### src/sv/xmrx_pkg.sv
// Shared types, character codes and CRC helper for the XMODEM-1K receiver.
package xmrx_pkg;

  // Serial character codes
  localparam logic [7:0] CH_SOH = 8'h01;
  localparam logic [7:0] CH_STX = 8'h02;
  localparam logic [7:0] CH_EOT = 8'h04;
  localparam logic [7:0] CH_ACK = 8'h06;
  localparam logic [7:0] CH_NAK = 8'h15;
  localparam logic [7:0] CH_CAN = 8'h18;
  localparam logic [7:0] CH_C   = 8'h43;

  // Input opcodes
  localparam logic [1:0] OP_START = 2'd0;
  localparam logic [1:0] OP_BYTE  = 2'd1;
  localparam logic [1:0] OP_TICK  = 2'd2;

  // Configuration register indexes
  localparam int         CFG_INDEX_W         = 1;
  localparam logic [0:0] CFG_MAX_ERRORS      = 1'd0;
  localparam logic [0:0] CFG_IDLE_EXIT_LIMIT = 1'd1;

  // Payload lengths and CRC polynomial
  localparam int          INDEX_W       = 11;
  localparam logic [10:0] SOH_PAYLOAD   = 11'd128;
  localparam logic [10:0] STX_PAYLOAD   = 11'd1024;
  localparam logic [15:0] CRC_POLY      = 16'h1021;
  localparam logic [7:0]  BLOCK_SUM     = 8'hFF;

  // Result queue
  localparam int QUEUE_DEPTH = 4;
  localparam int QPTR_W      = $clog2(QUEUE_DEPTH);

  typedef enum logic [2:0] {
    PH_HEADER,
    PH_BLOCK,
    PH_CHECK,
    PH_DATA,
    PH_CRCHI,
    PH_CRCLO
  } phase_t;

  typedef enum logic [1:0] {
    SS_RUN   = 2'd0,
    SS_DONE  = 2'd1,
    SS_ABORT = 2'd2
  } sess_t;

  typedef struct packed {
    logic [1:0] opcode;
    logic [7:0] rx_byte;
  } in_t;

  typedef struct packed {
    logic       tx_valid;
    logic [7:0] tx_byte;
    logic       data_valid;
    logic [7:0] data_byte;
    logic       verdict_valid;
    logic       packet_good;
    logic       crc_error;
    logic       number_error;
    logic [1:0] session_status;
    logic       last;
  } out_t;

  // CRC-16/XMODEM update over one byte, MSB first
  function automatic logic [15:0] crc_byte(input logic [15:0] crc, input logic [7:0] b);
    logic [15:0] c;
    c = crc ^ {b, 8'h00};
    for (int i = 0; i < 8; i++) begin
      c = c[15] ? ({c[14:0], 1'b0} ^ CRC_POLY) : {c[14:0], 1'b0};
    end
    return c;
  endfunction

endpackage

### src/sv/xmodem_1k_crc_receiver_unit.sv
// XMODEM-1K CRC-mode receiver: deframing, checking, replies and a small result queue.
//
// One input item (start, received byte or timeout tick) is taken per clock cycle
// while in_ready is high. Its results, zero, one or two, are computed in the
// transfer cycle and land in a registered four-entry result queue. The output
// drains one result per cycle while out_ready is high, so in_ready drops only while
// fewer than two queue slots are free (an item can produce CAN CAN). The CRC update
// is one byte per cycle while in_ready is high. Configuration writes apply at once.
module xmodem_1k_crc_receiver_unit (
  input  logic                                clk,
  input  logic                                rst,
  input  logic                                in_valid,
  output logic                                in_ready,
  input  xmrx_pkg::in_t                       in_data,
  output logic                                out_valid,
  input  logic                                out_ready,
  output xmrx_pkg::out_t                      out_data,
  input  logic                                cfg_write,
  input  logic [xmrx_pkg::CFG_INDEX_W-1:0]    cfg_index,
  input  logic [7:0]                          cfg_data
);

  // Configuration registers
  logic [7:0] max_errors;
  logic [7:0] idle_exit_limit;

  // Session state
  xmrx_pkg::phase_t               frame_phase, frame_phase_next;
  logic                           stx_packet, stx_packet_next;
  logic [7:0]                     expected_block, expected_block_next;
  logic                           got_first_packet, got_first_packet_next;
  logic [7:0]                     error_count, error_count_next;
  logic [7:0]                     timeout_count, timeout_count_next;
  logic [7:0]                     block_number_seen, block_number_seen_next;
  logic [7:0]                     block_check_seen, block_check_seen_next;
  logic [xmrx_pkg::INDEX_W-1:0]   payload_index, payload_index_next;
  logic [15:0]                    running_crc, running_crc_next;
  logic [7:0]                     crc_high_seen, crc_high_seen_next;
  xmrx_pkg::sess_t                session_state, session_state_next;

  // Result queue
  xmrx_pkg::out_t                 queue [xmrx_pkg::QUEUE_DEPTH];
  logic [xmrx_pkg::QPTR_W-1:0]    wr_ptr, rd_ptr;
  logic [xmrx_pkg::QPTR_W:0]      count;

  // Decode
  logic        accept, pop;
  logic [7:0]  b;
  logic        is_start, is_byte, is_tick, mid_packet;
  logic [15:0] crc_upd;
  logic [xmrx_pkg::INDEX_W-1:0] index_inc, payload_size;
  logic        packet_end;
  logic        crc_bad, number_bad;
  logic [8:0]  block_sum;
  logic [7:0]  err_sat, to_sat;
  logic        err_abort, to_abort;
  logic        hdr_start, hdr_bad;
  logic [1:0]  nres;
  xmrx_pkg::out_t res0, res1;

  assign accept     = in_valid && in_ready;
  assign pop        = out_valid && out_ready;
  assign b          = in_data.rx_byte;
  assign is_start   = (in_data.opcode == xmrx_pkg::OP_START);
  assign is_byte    = (in_data.opcode == xmrx_pkg::OP_BYTE) &&
                      (session_state == xmrx_pkg::SS_RUN);
  assign is_tick    = (in_data.opcode == xmrx_pkg::OP_TICK) &&
                      (session_state == xmrx_pkg::SS_RUN);
  assign mid_packet = (frame_phase != xmrx_pkg::PH_HEADER);

  // Payload bookkeeping
  assign crc_upd      = xmrx_pkg::crc_byte(running_crc, b);
  assign index_inc    = payload_index + xmrx_pkg::INDEX_W'(1);
  assign payload_size = stx_packet ? xmrx_pkg::STX_PAYLOAD : xmrx_pkg::SOH_PAYLOAD;
  assign packet_end   = (index_inc >= payload_size);

  // Packet checks at the CRC low byte
  assign crc_bad    = ({crc_high_seen, b} != running_crc);
  assign block_sum  = {1'b0, block_number_seen} + {1'b0, block_check_seen};
  assign number_bad = (block_number_seen != expected_block) ||
                      (block_sum != {1'b0, xmrx_pkg::BLOCK_SUM});

  // Saturating counters and their limits
  assign err_sat   = (error_count == 8'hFF) ? error_count : error_count + 8'd1;
  assign err_abort = (err_sat >= max_errors);
  assign to_sat    = (timeout_count == 8'hFF) ? timeout_count : timeout_count + 8'd1;
  assign to_abort  = (to_sat >= idle_exit_limit);

  // Header byte classes
  assign hdr_start = (b == xmrx_pkg::CH_SOH) || (b == xmrx_pkg::CH_STX);
  assign hdr_bad   = !hdr_start && (b != xmrx_pkg::CH_EOT) && (b != xmrx_pkg::CH_CAN);

  // Next session state
  always_comb begin
    frame_phase_next       = frame_phase;
    stx_packet_next        = stx_packet;
    expected_block_next    = expected_block;
    got_first_packet_next  = got_first_packet;
    error_count_next       = error_count;
    timeout_count_next     = timeout_count;
    block_number_seen_next = block_number_seen;
    block_check_seen_next  = block_check_seen;
    payload_index_next     = payload_index;
    running_crc_next       = running_crc;
    crc_high_seen_next     = crc_high_seen;
    session_state_next     = session_state;
    if (is_start) begin
      frame_phase_next       = xmrx_pkg::PH_HEADER;
      stx_packet_next        = 1'b0;
      expected_block_next    = 8'd1;
      got_first_packet_next  = 1'b0;
      error_count_next       = '0;
      timeout_count_next     = '0;
      block_number_seen_next = '0;
      block_check_seen_next  = '0;
      payload_index_next     = '0;
      running_crc_next       = '0;
      crc_high_seen_next     = '0;
      session_state_next     = xmrx_pkg::SS_RUN;
    end else if (is_byte) begin
      unique case (frame_phase)
        xmrx_pkg::PH_HEADER: begin
          if (hdr_start) begin
            stx_packet_next  = (b == xmrx_pkg::CH_STX);
            frame_phase_next = xmrx_pkg::PH_BLOCK;
          end else if (b == xmrx_pkg::CH_EOT) begin
            got_first_packet_next = 1'b0;
            expected_block_next   = 8'd1;
            session_state_next    = xmrx_pkg::SS_DONE;
          end else if (b == xmrx_pkg::CH_CAN) begin
            session_state_next = xmrx_pkg::SS_ABORT;
          end else begin
            error_count_next = err_sat;
            if (err_abort) session_state_next = xmrx_pkg::SS_ABORT;
          end
        end
        xmrx_pkg::PH_BLOCK: begin
          block_number_seen_next = b;
          frame_phase_next       = xmrx_pkg::PH_CHECK;
        end
        xmrx_pkg::PH_CHECK: begin
          block_check_seen_next = b;
          payload_index_next    = '0;
          running_crc_next      = '0;
          frame_phase_next      = xmrx_pkg::PH_DATA;
        end
        xmrx_pkg::PH_DATA: begin
          running_crc_next   = crc_upd;
          payload_index_next = index_inc;
          if (packet_end) frame_phase_next = xmrx_pkg::PH_CRCHI;
        end
        xmrx_pkg::PH_CRCHI: begin
          crc_high_seen_next = b;
          frame_phase_next   = xmrx_pkg::PH_CRCLO;
        end
        default: begin
          frame_phase_next      = xmrx_pkg::PH_HEADER;
          got_first_packet_next = 1'b1;
          if (!crc_bad && !number_bad) begin
            expected_block_next = expected_block + 8'd1;
          end else begin
            error_count_next = err_sat;
            if (err_abort) session_state_next = xmrx_pkg::SS_ABORT;
          end
        end
      endcase
    end else if (is_tick) begin
      frame_phase_next = xmrx_pkg::PH_HEADER;
      if (got_first_packet) begin
        error_count_next = err_sat;
        if (err_abort) session_state_next = xmrx_pkg::SS_ABORT;
      end else if (to_abort) begin
        timeout_count_next = '0;
        session_state_next = xmrx_pkg::SS_ABORT;
      end else begin
        timeout_count_next = to_sat;
      end
    end
  end

  // Results of the current item
  always_comb begin
    logic       raise;
    logic       r_vv, r_ce, r_ne;
    raise = 1'b0;
    r_vv  = 1'b0;
    r_ce  = 1'b0;
    r_ne  = 1'b0;
    nres  = 2'd0;
    res0  = '0;
    res1  = '0;
    if (is_start) begin
      nres                = 2'd1;
      res0.tx_valid       = 1'b1;
      res0.tx_byte        = xmrx_pkg::CH_C;
      res0.verdict_valid  = mid_packet;
    end else if (is_byte) begin
      unique case (frame_phase)
        xmrx_pkg::PH_HEADER: begin
          if (b == xmrx_pkg::CH_EOT) begin
            nres          = 2'd1;
            res0.tx_valid = 1'b1;
            res0.tx_byte  = xmrx_pkg::CH_ACK;
          end else if (b == xmrx_pkg::CH_CAN) begin
            nres = 2'd1;
          end else if (hdr_bad) begin
            raise = 1'b1;
          end
        end
        xmrx_pkg::PH_DATA: begin
          nres            = 2'd1;
          res0.data_valid = 1'b1;
          res0.data_byte  = b;
        end
        xmrx_pkg::PH_CRCLO: begin
          if (!crc_bad && !number_bad) begin
            nres               = 2'd1;
            res0.tx_valid      = 1'b1;
            res0.tx_byte       = xmrx_pkg::CH_ACK;
            res0.verdict_valid = 1'b1;
            res0.packet_good   = 1'b1;
          end else begin
            raise = 1'b1;
            r_vv  = 1'b1;
            r_ce  = crc_bad;
            r_ne  = number_bad;
          end
        end
        default: nres = 2'd0;
      endcase
    end else if (is_tick) begin
      if (got_first_packet) begin
        raise = 1'b1;
        r_vv  = mid_packet;
      end else begin
        nres               = 2'd1;
        res0.tx_valid      = 1'b1;
        res0.tx_byte       = xmrx_pkg::CH_C;
        res0.verdict_valid = mid_packet;
      end
    end

    // Error reply: NAK below the limit, CAN CAN at or above it
    if (raise) begin
      res0.tx_valid      = 1'b1;
      res0.tx_byte       = err_abort ? xmrx_pkg::CH_CAN : xmrx_pkg::CH_NAK;
      res0.verdict_valid = r_vv;
      res0.crc_error     = r_ce;
      res0.number_error  = r_ne;
      res1.tx_valid      = 1'b1;
      res1.tx_byte       = xmrx_pkg::CH_CAN;
      nres               = err_abort ? 2'd2 : 2'd1;
    end

    res0.session_status = session_state_next;
    res1.session_status = session_state_next;
    res0.last           = (nres == 2'd1);
    res1.last           = 1'b1;
  end

  // Configuration registers
  always_ff @(posedge clk) begin
    if (rst) begin
      max_errors      <= 8'd3;
      idle_exit_limit <= 8'd10;
    end else if (cfg_write) begin
      unique case (cfg_index)
        xmrx_pkg::CFG_MAX_ERRORS:      max_errors      <= cfg_data;
        xmrx_pkg::CFG_IDLE_EXIT_LIMIT: idle_exit_limit <= cfg_data;
        default: ;
      endcase
    end
  end

  // Advance session state on an input transfer
  always_ff @(posedge clk) begin
    if (rst) begin
      frame_phase       <= xmrx_pkg::PH_HEADER;
      stx_packet        <= 1'b0;
      expected_block    <= 8'd1;
      got_first_packet  <= 1'b0;
      error_count       <= '0;
      timeout_count     <= '0;
      block_number_seen <= '0;
      block_check_seen  <= '0;
      payload_index     <= '0;
      running_crc       <= '0;
      crc_high_seen     <= '0;
      session_state     <= xmrx_pkg::SS_RUN;
    end else if (accept) begin
      frame_phase       <= frame_phase_next;
      stx_packet        <= stx_packet_next;
      expected_block    <= expected_block_next;
      got_first_packet  <= got_first_packet_next;
      error_count       <= error_count_next;
      timeout_count     <= timeout_count_next;
      block_number_seen <= block_number_seen_next;
      block_check_seen  <= block_check_seen_next;
      payload_index     <= payload_index_next;
      running_crc       <= running_crc_next;
      crc_high_seen     <= crc_high_seen_next;
      session_state     <= session_state_next;
    end
  end

  // Result queue control: push up to two, pop one
  logic [1:0] push_n;
  assign push_n    = accept ? nres : 2'd0;
  assign in_ready  = (count < (xmrx_pkg::QPTR_W + 1)'(xmrx_pkg::QUEUE_DEPTH - 1));
  assign out_valid = (count != '0);
  assign out_data  = queue[rd_ptr];

  always_ff @(posedge clk) begin
    if (rst) begin
      wr_ptr <= '0;
      rd_ptr <= '0;
      count  <= '0;
    end else begin
      wr_ptr <= wr_ptr + xmrx_pkg::QPTR_W'(push_n);
      rd_ptr <= rd_ptr + xmrx_pkg::QPTR_W'(pop);
      count  <= count + (xmrx_pkg::QPTR_W + 1)'(push_n)
                      - (xmrx_pkg::QPTR_W + 1)'(pop);
    end
  end

  // Result queue storage
  always_ff @(posedge clk) begin
    if (push_n != 2'd0) queue[wr_ptr] <= res0;
    if (push_n == 2'd2) queue[wr_ptr + xmrx_pkg::QPTR_W'(1)] <= res1;
  end

endmodule

### config.mk
export PLATFORM = sky130hd
export DESIGN_NAME = xmodem_1k_crc_receiver_unit
export DESIGN_NICKNAME = d
export VERILOG_FILES = /design/src/sv/xmrx_pkg.sv /design/src/sv/xmodem_1k_crc_receiver_unit.sv
export SDC_FILE = /design/constraint.sdc
export NUM_CORES = 1
export LEC_CHECK = 0
export ABC_AREA = 1
export BUFFER_PORTS_ARGS = -buffer_cell sky130_fd_sc_hd__buf_2
export CELL_PAD_IN_SITES_DETAIL_PLACEMENT = 1
export CELL_PAD_IN_SITES_GLOBAL_PLACEMENT = 2
export CORE_ASPECT_RATIO = 0.6
export CORE_MARGIN = 1.5
export CORE_UTILIZATION = 38
export DETAILED_ROUTE_END_ITERATION = 12
export PLACE_DENSITY = 0.83
export SYNTH_ARGS = -nofsm -noshare
export SYNTH_HDL_FRONTEND = slang
export SYNTH_SLANG_ARGS = --single-unit
### constraint.sdc
create_clock -name clk -period 6.5 [get_ports clk]
set_input_delay 0.325 -clock clk [delete_from_list [all_inputs] [get_ports clk]]
set_output_delay 0.325 -clock clk [all_outputs]
set_load 0.02 [all_outputs]
==> flow_summary_export.csv, run 1 <==
group,metric,value,unit
layout,antennaDiodeCount,0,
yosys,dominantRegCellSynth,"dfxtp_1",
sta,totalNegativeSetupSlack,0,ns
global_route,antenna_found_initial,0,
yosys,ys_top_cells_by_count,"nand2_1, nor2_1, dfxtp_1",
setup_path,timing.critical_path.slowest_cell_delay,0.66,ns
setup_path,crit_path_cell_trace,"ha_1 -> nand2_1 -> inv_1 -> nand3_1 -> nor2_1 -> inv_1 -> nor2_1 -> nor2_1 -> nand2_1 -> xor2_1 -> ha_1 -> nand2_1 -> nor2_1 -> nand4_1 -> o2111ai_1 -> inv_1 -> nand3_2 -> nand3_2 -> nand2_2 -> nand2_4 -> buf_4 -> nand3_1 -> nand2_1 -> nor2_1",
setup_path,maximum_fanout_along_the_worst_path,74,
yosys,yosys_warnings,0,
global_route,grt_use_met2,0.343,
sta,layout_setup_ws,1.85,ns
layout,post_layout_instance_count_excluding_filler_cells,1970,
sta,period_share,0.715,
sta,final.setup_skew,0.0157,ns
global_route,grt_first_pass_wirelength,56.1,mm
place,port_buffers,48,
status,run_status,"finished clean",
setup_path,cp.arrival,5.00,ns
place,placed_cells_incl_taps,1938,
sta,final_max_tran_viols,0,
clock_network,cts_made_buffers,17,
drt,initialDrtViolationCount,688,
yosys,synth.avg_cell_area,6.93,sq um
clock_network,clock-root-buffer,"clkbuf_16",
setup_path,cp_common_cell,"nor2_1",
global_route,overflow,0,
setup_path,critical-path-top-delay-family,"simple AND/OR/NAND/NOR gates",
yosys,ys_seq_elements,197,
drt,route.detailed.wl_per_inst,17.7,um
yosys,seq_area_frac_synth,0.379,
sta,slew-limit-headroom,0.249,
global_route,first_global_vias,10102,
layout,post_route_cells_drive_above_1_share,0.0917,
setup_path,setup.worst_path.start_class,"register",
floorplan,floorplan.die.height,134,um
sta,finalHoldViolations,0,
power,power.static_leakage,5.42,nW
power,vdd_ir_drop_max,0.263,mV
global_route,grtUsageTotal,0.238,
clock_network,clk_latency,0.46,ns
power,report.power.total,4.42,mW
drt,post_drt_via_cell_ratio,5.27,
setup_path,crit_path_top_delay_cell,"buf_4",
layout,multi_input_comb_area,5820,sq um
drt,via_count,10375,
drt,final_antenna_net_count,0,
clock_network,cts_hold_buf,0,
place,dp_hpwl,24.3,mm
setup_path,setup.worst_path.class,"reg -> reg",
clock_network,post_cts_resized,0,
flow_run,max_cap_violations,0,
floorplan,start_util,0.392,
global_route,grt_start_max_net_pins,75,
clock_network,cts.htree.levels,4,
yosys,yosys.cell_types.count,49,
worst_hold_path,hold_class,"in -> reg",
clock_network,cts.clk_slew.worst_paths,0.07,ns
floorplan,ios,51,
yosys,netlist.top_cell.by_area,"dfxtp_1",
floorplan,placeableCoreArea,27900,sq um
clock_network,cts_tree,"built",
clock_network,clock_sink_count,197,
sta,achievable-frequency,215,MHz
floorplan,placementRows,47,
setup_path,crit_buf_inv,4,
sta,final_min_period,4.65,ns
drt,dr.pass1.iters,5,
sta,worstMarginPinSlew,1.12,ns
yosys,synth_cells,1578,
yosys,post-synth-top-count-cell,"nand2_1",
yosys,synth-edff-count,20,
sta,finalSetupViolCount,0,
layout,finish.net_count,1651,
yosys,largest_cells_by_area_after_synthesis,"dfxtp_1, nand2_1, nor2_1",
layout,ff_latch_area,4140,sq um
clock_network,ctsLongestPathBuffers,2,
global_route,groute.layer.met1.usage,0.366,
sta,rsz0062_at_grt,"false",
place,gp_routability_congestion,0.841,
layout,fillerInstances,3585,
sta,hold-worst-slack,0.0953,ns
setup_path,timing.critical_path.to_type,"register",
drt,drt_wl_total,34.8,mm
yosys,mapped_cell_area,10900,sq um
floorplan,floorplan.die.width,222,um
clock_network,postCtsSetupBuffers,0,
drt,post-route-drc-count,0,
setup_path,worst-endpoint-required,6.85,ns
place,detailedPlace.worstSlack,1.96,ns
yosys,yosys.area.top_type_share,0.324,
global_route,grt_util_met3,0.0462,
floorplan,dieArea,29800,sq um
layout,area_growth_syn_to_layout,10.5,%
power,p_per_area,366,nW/um^2
global_route,grt-busiest-layer,"met1",
yosys,ys_async_sr_fraction,0,
## kinds of logic after synthesis
logic type               after synthesis  share of synthesized area
XOR/XNOR                              49                     0.0392
adder cells (fa/ha/maj)               37                     0.0437
flip-flops                           197                      0.379
AO/OA/AOI/OAI                        345                      0.170
buffers and inverters                239                     0.0911
other                                  1                   0.000343
AND/OR/NAND/NOR                      710                      0.277
## layer usage
layer,share of wire,wire [um],vias to the layer above
met5,0,0,-
met4,0.0065,227,0
met3,0.036,1250,20
met2,0.41,14100,156
met1,0.55,19200,4988
li1,-,-,5211
## flip-flops by register name (all words and copies together) (netlist names), 8 cells and up
| name | count |
|---|---|
| payload_index | 11 |
| block_check_seen | 8 |
| block_number_seen | 8 |
| crc_high_seen | 8 |
| max_errors | 8 |
| timeout_count | 8 |
| idle_exit_limit | 8 |
| queue | 92 |
| error_count | 8 |
| expected_block | 8 |
| running_crc | 16 |
## through the flow
step,area (sq um),utilization
floorplan,10900,-
global placement,11400,0.408
detailed placement,11400,0.408
CTS,12100,0.433
global route,12100,0.433
finish,12100,0.433
## layout by cell type (no fill, tap or decap), types with 20 or more instances in the layout
master / synthesis / routed
a21oi_1: 162 / 162
xnor2_1: 20 / 20
edfxtp_1: 20 / 20
nor2_1: 260 / 257
o21ai_0: 115 / 115
nand2_1: 274 / 274
dfxtp_1: 177 / 177
ha_1: 35 / 35
xor2_1: 29 / 29
inv_1: 147 / 147
buf_2: 13 / 48
o22ai_1: 23 / 23
nand3_1: 104 / 104
## worst min-delay path: cells and delay by family
kind / cells / cell delay, ns
AND/OR/NAND/NOR: 2 / 0.11
buffers and inverters: 1 / 0.09
## worst paths after layout
kind | end | depth (start not counted) | slack, ns | startpoint
setup / recovery | queue[2][9]$_SDFFE_PP0N_ | 24 | 1.85 | error_count[1]$_SDFFE_PP0P_
hold / removal | max_errors[0]$_SDFFE_PP1P_ | 3 | 0.1 | cfg_data[0]
setup reg to reg | queue[2][9]$_SDFFE_PP0N_ | 24 | 1.85 | error_count[1]$_SDFFE_PP0P_
hold reg to reg | queue[1][0]$_SDFFE_PP1N_ | 2 | 0.46 | queue[1][0]$_SDFFE_PP1N_
## final cells by class
type                            count  area share
Sequential cell                   197       0.343
Inverter                          168      0.0522
Clock inverter                     11      0.0162
Multi-Input combinational cell   1143       0.481
Timing Repair Buffer               63      0.0292
Tap cell                          367      0.0380
Clock buffer                       21      0.0400
## power by group
part	total (mW)	switching, mW	internal [mW]	leakage, nW
Combinational	1.53	1.05	0.483	3.48
Clock	1.25	0.517	0.732	0.325
Sequential	1.64	0.147	1.49	1.62
Total	4.42	1.71	2.70	5.42
No activity file was read; power rests on OpenSTA's default activity.
==> inputs of run 2 (changes only) <==
--- a/config.mk
+++ b/config.mk
@@ -11,9 +11,9 @@
 export CELL_PAD_IN_SITES_GLOBAL_PLACEMENT = 2
 export CORE_ASPECT_RATIO = 0.6
 export CORE_MARGIN = 1.5
-export CORE_UTILIZATION = 38
+export CORE_UTILIZATION = 35
 export DETAILED_ROUTE_END_ITERATION = 12
-export PLACE_DENSITY = 0.83
+export PLACE_DENSITY = 0.77
 export SYNTH_ARGS = -nofsm -noshare
 export SYNTH_HDL_FRONTEND = slang
 export SYNTH_SLANG_ARGS = --single-unit
==> constraint.sdc (replaced) <==
create_clock -name clk -period 4.6 [get_ports clk]
set_input_delay 0.23 -clock clk [delete_from_list [all_inputs] [get_ports clk]]
set_output_delay 0.23 -clock clk [all_outputs]
set_load 0.02 [all_outputs]
==> run 2 against run 1 <==
Against the previous run:
- clock skew decreased by 0.0038 ns
- critical path type unchanged
- sequential power grew 41%
- highest routed layer unchanged
- fmax increased by 13%
- critical endpoint is now count[2]$_SDFF_PP0_
- largest cell class unchanged
==> flow_summary_export.csv, run 2 (synthesis gave the netlist of run 1 again) <==
group,metric,value,unit
status,run_status,"finished clean",
floorplan,floorplan.die.height,140,um
drt,final_antenna_net_count,0,
clock_network,cts_tree,"built",
setup_path,timing.critical_path.to_type,"register",
layout,most_flop_heavy_register,"queue",
floorplan,placementRows,49,
global_route,antenna_found_initial,0,
global_route,overflow,0,
layout,area_growth_syn_to_layout,11.2,%
drt,post-route-drc-count,0,
flow_run,max_cap_violations,0,
floorplan,start_util,0.360,
drt,initialDrtViolationCount,634,
drt,via_count,10273,
global_route,grt_first_pass_wirelength,56.9,mm
layout,final_core_utilization,0.401,
global_route,first_global_vias,10404,
sta,final_max_tran_viols,0,
worst_hold_path,hold_class,"in -> reg",
drt,dr.pass1.iters,5,
clock_network,clk_latency,0.46,ns
power,vdd_ir_drop_max,0.334,mV
global_route,grtUsageTotal,0.223,
setup_path,setup.worst_path.class,"reg -> reg",
layout,fin_area,12200,sq um
clock_network,postCtsSetupBuffers,0,
clock_network,cts.clk_slew.worst_paths,0.07,ns
floorplan,placeableCoreArea,30300,sq um
place,placement_cell_area,11500,sq um
sta,rsz0062_at_grt,"false",
drt,drt_wl_total,35.1,mm
global_route,grt_start_max_net_pins,117,
drt,route.detailed.wl_per_inst,17.4,um
sta,finalHoldViolations,0,
drt,post_drt_via_cell_ratio,5.09,
layout,most-common-layout-cells,"nand2_1, nor2_1, dfxtp_1",
sta,totalNegativeSetupSlack,0,ns
sta,final_min_period,4.12,ns
floorplan,ios,51,
setup_path,worst-endpoint-required,4.92,ns
clock_network,cts.htree.levels,4,
floorplan,floorplan.die.width,231,um
sta,finalSetupViolCount,0,
clock_network,cts_made_buffers,17,
place,port_buffers,48,
setup_path,maximum_fanout_along_the_worst_path,5,
layout,post_route_cells_drive_above_1_share,0.0969,
layout,final_common_cell,"nand2_1",
setup_path,cp.arrival,4.44,ns
sta,worstMarginPinSlew,0.918,ns
layout,layout_top_registers,"queue (92), running_crc (16), payload_index (11)",
setup_path,setup.worst_path.start_class,"register",
place,dp_hpwl,25.0,mm
floorplan,dieArea,32400,sq um
clock_network,clock_sink_count,197,
clock_network,ctsLongestPathBuffers,2,
clock_network,clock-root-buffer,"clkbuf_16",
power,power.static_leakage,5.44,nW
layout,finish.net_count,1658,
place,gp_routability_congestion,0.830,
layout,antennaDiodeCount,0,
layout,largest_reg_flops,92,
power,p_per_area,506,nW/um^2
sta,achievable-frequency,243,MHz
sta,period_share,0.896,
sta,final.setup_skew,0.0119,ns
sta,slew-limit-headroom,0.383,
==> run 2: changes by cell type in the layout (fill, tap and decap cells not counted), sizes merged <==
cell         delta
inv             +4
clkbuf          -1
clkinvlp        +1
clkinv          -2
buf             +6
dlygate4sd3     +1
bufinv          -2
==> run 2: worst max-delay path, cell delays in order (launching register included) <==
cell and delay, ns:
dfxtp_1 0.39, ha_1 0.19, nand2_1 0.07, inv_1 0.07
nand3_1 0.10, nor2_1 0.13, inv_1 0.07, nor2_2 0.17
nor2_1 0.10, nand2_1 0.08, xor2_1 0.22, ha_1 0.28
nand2_1 0.07, nor2_1 0.05, nand4_1 0.08, o2111ai_1 0.13
inv_1 0.19, nand3_2 0.12, nand3_2 0.13, nand2_2 0.11
ha_1 0.31, inv_1 0.06, ha_1 0.13, inv_1 0.05
fa_1 0.39, xor2_1 0.18, inv_1 0.06, nor2_1 0.04
==> run 2: worst paths after layout <==
path                                    start                              end  slack (ns)  cells after the start
setup / recovery  error_count[1]$_SDFFE_PP0P_              count[2]$_SDFF_PP0_        0.48                     27
hold / removal                    cfg_data[1]  idle_exit_limit[1]$_SDFFE_PP1P_        0.02                      3
setup reg to reg  error_count[1]$_SDFFE_PP0P_              count[2]$_SDFF_PP0_        0.48                     27
hold reg to reg    max_errors[7]$_SDFFE_PP0P_       max_errors[7]$_SDFFE_PP0P_        0.47                      2
==> run 2: power breakdown <==
part | switching, mW | total, mW | internal, mW | leakage [nW]
Sequential | 0.213 | 2.32 | 2.10 | 1.62
Clock | 0.739 | 1.67 | 0.928 | 0.307
Combinational | 1.48 | 2.17 | 0.690 | 3.51
Total | 2.43 | 6.15 | 3.72 | 5.44
==> run 2: what timing repair did <==
item | in CTS | in global routing
hold buffers | 1 | 0
setup endpoints to repair | 0 | 1
resized for setup | 0 | 1
hold endpoints to repair | 1 | 0
==> run 2: final cells by class <==
| class | instances | area, sq um |
|---|---|---|
| tap | 408 | 510 |
| clock buffer | 20 | 478 |
| clock inverter | 12 | 164 |
| sequential | 197 | 4140 |
| timing repair buffer | 70 | 420 |
| fill | 3869 | 18200 |
| inverter | 168 | 631 |
| multi-input combinational | 1143 | 5820 |
==> run 2: through the flow <==
| step | hold WS [ns] | setup slack, ns | std cells | power [mW] |
|---|---|---|---|---|
| after floorplan | 0.356 | 1.00 | 1579 | 3.87 |
| after global placement | 0.436 | 0.610 | 1985 | 4.47 |
| after detailed placement | 0.455 | 0.408 | 1985 | 4.53 |
| after CTS | 0.00209 | 0.389 | 2018 | 6.22 |
| after global routing | 0.0330 | 0.0684 | 2018 | 6.58 |
| final | 0.0231 | 0.477 | 2018 | 6.15 |
==> run 2: metal layers <==
| layer | vias to the layer above | global-route usage | routed length, um |
|---|---|---|---|
| met5 | - | 0 | 0 |
| met4 | 0 | 0.0451 | 291 |
| met3 | 21 | 0.0350 | 868 |
| met2 | 109 | 0.324 | 14200 |
| met1 | 4925 | 0.344 | 19800 |
| li1 | 5218 | - | - |
==> inputs of run 3 (changes only) <==
--- a/config.mk
+++ b/config.mk
@@ -9,7 +9,6 @@
 export BUFFER_PORTS_ARGS = -buffer_cell sky130_fd_sc_hd__buf_2
 export CELL_PAD_IN_SITES_DETAIL_PLACEMENT = 1
 export CELL_PAD_IN_SITES_GLOBAL_PLACEMENT = 2
-export CORE_ASPECT_RATIO = 0.6
 export CORE_MARGIN = 1.5
 export CORE_UTILIZATION = 35
 export DETAILED_ROUTE_END_ITERATION = 12
==> run 3 against run 2 <==
Against the previous run:
- sequential power barely moved
- non-clock buffer count down 3
- sequential share of layout area increased by 0.27 points
- total power fell by 2.9%
- setup slack better by 0.033 ns
- die area decreased by 0.11%
- via count shrank 0.73%
- critical endpoint unchanged
- largest cell class unchanged
==> flow_summary_export.csv, run 3 (synthesis gave the netlist of run 1 again) <==
group,metric,value,unit
floorplan,placeableCoreArea,30700,sq um
setup_path,timing.critical_path.depth,25,
clock_network,clock_sink_count,197,
setup_path,setup.worst_path.start_class,"register",
layout,final_core_utilization,0.394,
sta,final_min_period,4.09,ns
global_route,overflow,0,
sta,period_share,0.889,
setup_path,reg2reg_setup_slack,0.51,ns
global_route,grt_start_max_net_pins,106,
setup_path,worst_r2r_startpoint,"error_count[1]$_SDFFE_PP0P_",
power,power.static_leakage,5.40,nW
global_route,first_global_vias,10308,
layout,final_common_cell,"nand2_1",
place,port_buffers,48,
clock_network,postCtsSetupBuffers,0,
clock_network,cts_made_buffers,17,
setup_path,critPathLaunch,"error_count[1]$_SDFFE_PP0P_",
drt,via_count,10198,
drt,final_antenna_net_count,0,
flow_run,max_cap_violations,0,
floorplan,placementRows,64,
sta,achievable-frequency,244,MHz
layout,antennaDiodeCount,0,
floorplan,floorplan.die.height,180,um
clock_network,cts.htree.levels,4,
sta,rsz0062_at_grt,"false",
clock_network,post_cts_resized,0,
setup_path,critical-path-top-delay-family,"adder cells",
worst_hold_path,hold_class,"in -> reg",
clock_network,ctsLongestPathBuffers,2,
floorplan,start_util,0.357,
floorplan,floorplan.die.width,180,um
setup_path,setup.worst_path.end,"count[2]$_SDFF_PP0_",
sta,final_max_tran_viols,0,
sta,finalHoldViolations,0,
global_route,grt_first_pass_wirelength,54.3,mm
layout,finish.net_count,1655,
power,report.power.total,5.97,mW
place,placed_cells_incl_taps,1971,
layout,largest_reg_flops,92,
layout,layout_top_registers,"queue (92), running_crc (16), payload_index (11)",
layout,post_route_cells_drive_above_1_share,0.0958,
setup_path,cp_common_cell,"inv_1",
drt,dr.pass1.iters,4,
layout,area_growth_syn_to_layout,10.4,%
drt,initialDrtViolationCount,355,
sta,hold-worst-slack,0.0181,ns
setup_path,maximum_fanout_along_the_worst_path,5,
layout,most-common-layout-cells,"nand2_1, nor2_1, dfxtp_1",
setup_path,crit_path_top_delay_cell,"dfxtp_1",
floorplan,dieArea,32300,sq um
clock_network,cts.clk_slew.worst_paths,0.07,ns
drt,post_drt_via_cell_ratio,5.09,
sta,totalNegativeSetupSlack,0,ns
power,p_per_area,495,nW/um^2
setup_path,crit_buf_inv,6,
setup_path,worstReg2RegEnd,"count[2]$_SDFF_PP0_",
setup_path,worst-endpoint-required,4.92,ns
setup_path,cp.arrival,4.41,ns
place,gp_routability_congestion,0.761,
layout,most_flop_heavy_register,"queue",
status,run_status,"finished clean",
clock_network,cts_tree,"built",
clock_network,cts_hold_buf,0,
floorplan,ios,51,
sta,worstMarginPinSlew,1.17,ns
drt,route.detailed.wl_per_inst,16.5,um
drt,post-route-drc-count,0,
global_route,antenna_found_initial,0,
sta,finalSetupViolCount,0,
drt,drt_wl_total,33.0,mm
sta,slew-limit-headroom,0.220,
sta,final.setup_skew,0.0183,ns
clock_network,clock-root-buffer,"clkbuf_16",
setup_path,timing.critical_path.slowest_cell_delay,0.38,ns
layout,post_layout_instance_count_excluding_filler_cells,2003,
power,vdd_ir_drop_max,0.297,mV
setup_path,setup.worst_path.class,"reg -> reg",
setup_path,rr_worst_depth,25,
place,dp_hpwl,22.6,mm
clock_network,clk_latency,0.46,ns
global_route,grtUsageTotal,0.207,
setup_path,timing.critical_path.to_type,"register",
## run 3: cell types whose count changed in the layout (fill, tap and decap cells not counted)
| cell | before | now |
|---|---|---|
| clkinvlp_4 | 3 | 1 |
| clkbuf_16 | 18 | 17 |
| inv_8 | 1 | 5 |
| buf_4 | 20 | 18 |
| dlygate4sd3_1 | 1 | 0 |
| clkbuf_8 | 2 | 0 |
| clkinv_4 | 0 | 3 |
| bufinv_16 | 3 | 1 |
## run 3: worst reg2reg max path, stage by stage (launching register included)
cell	delay (ns)
dfxtp_1	0.38
ha_1	0.19
nand2_1	0.08
inv_1	0.08
nand3_1	0.09
nor2_1	0.09
inv_1	0.06
nor2_2	0.17
nor2_1	0.09
nand2_1	0.08
xor2_1	0.22
ha_1	0.29
a21oi_1	0.19
o2111ai_1	0.20
inv_1	0.23
nand3_2	0.13
nand3_2	0.15
nand2_2	0.11
ha_1	0.30
inv_1	0.05
ha_1	0.13
inv_1	0.04
fa_1	0.37
xor2_1	0.17
inv_1	0.06
nor2_1	0.03
## run 3: power by group
group | internal (mW) | total (mW) | leakage (nW) | switching [mW]
Combinational | 0.688 | 2.09 | 3.50 | 1.41
Clock | 0.774 | 1.54 | 0.288 | 0.767
Sequential | 2.10 | 2.34 | 1.62 | 0.236
## run 3: per-layer routing
layer / vias to the layer above / GRT usage / wire length [um]
li1: 5201 / - / -
met1: 4890 / 0.274 / 16300
met2: 90 / 0.356 / 15700
met3: 17 / 0.0322 / 713
met4: 0 / 0.0420 / 283
met5: - / 0 / 0
## run 3: stage by stage
step           cell area [sq um]  setup slack [ns]
3_3_place_gp               11500             0.585
4_1_cts                    12100             0.392
6_report                   12100             0.509
5_1_grt                    12100            0.0245
2_1_floorplan              10900              1.00
3_5_place_dp               11500             0.400
## run 3: worst min path at each step
stage	startpoint	endpoint	cells after the start
floorplan	cfg_data[0]	max_errors[0]$_SDFFE_PP1P_	2
global placement	queue[0][0]$_SDFFE_PP1P_	queue[0][0]$_SDFFE_PP1P_	2
detailed placement	queue[1][0]$_SDFFE_PP1N_	queue[1][0]$_SDFFE_PP1N_	2
CTS	cfg_data[0]	max_errors[0]$_SDFFE_PP1P_	3
global route	cfg_data[0]	max_errors[0]$_SDFFE_PP1P_	3
finish	cfg_data[0]	max_errors[0]$_SDFFE_PP1P_	3
## run 3: area by class of cell
| cell class | instances | area [sq um] |
|---|---|---|
| Clock buffer | 17 | 425 |
| Clock inverter | 15 | 160 |
| Fill cell | 3949 | 18600 |
| Inverter | 168 | 631 |
| Multi-Input combinational cell | 1143 | 5820 |
| Sequential cell | 197 | 4140 |
| Tap cell | 396 | 495 |
| Timing Repair Buffer | 67 | 395 |
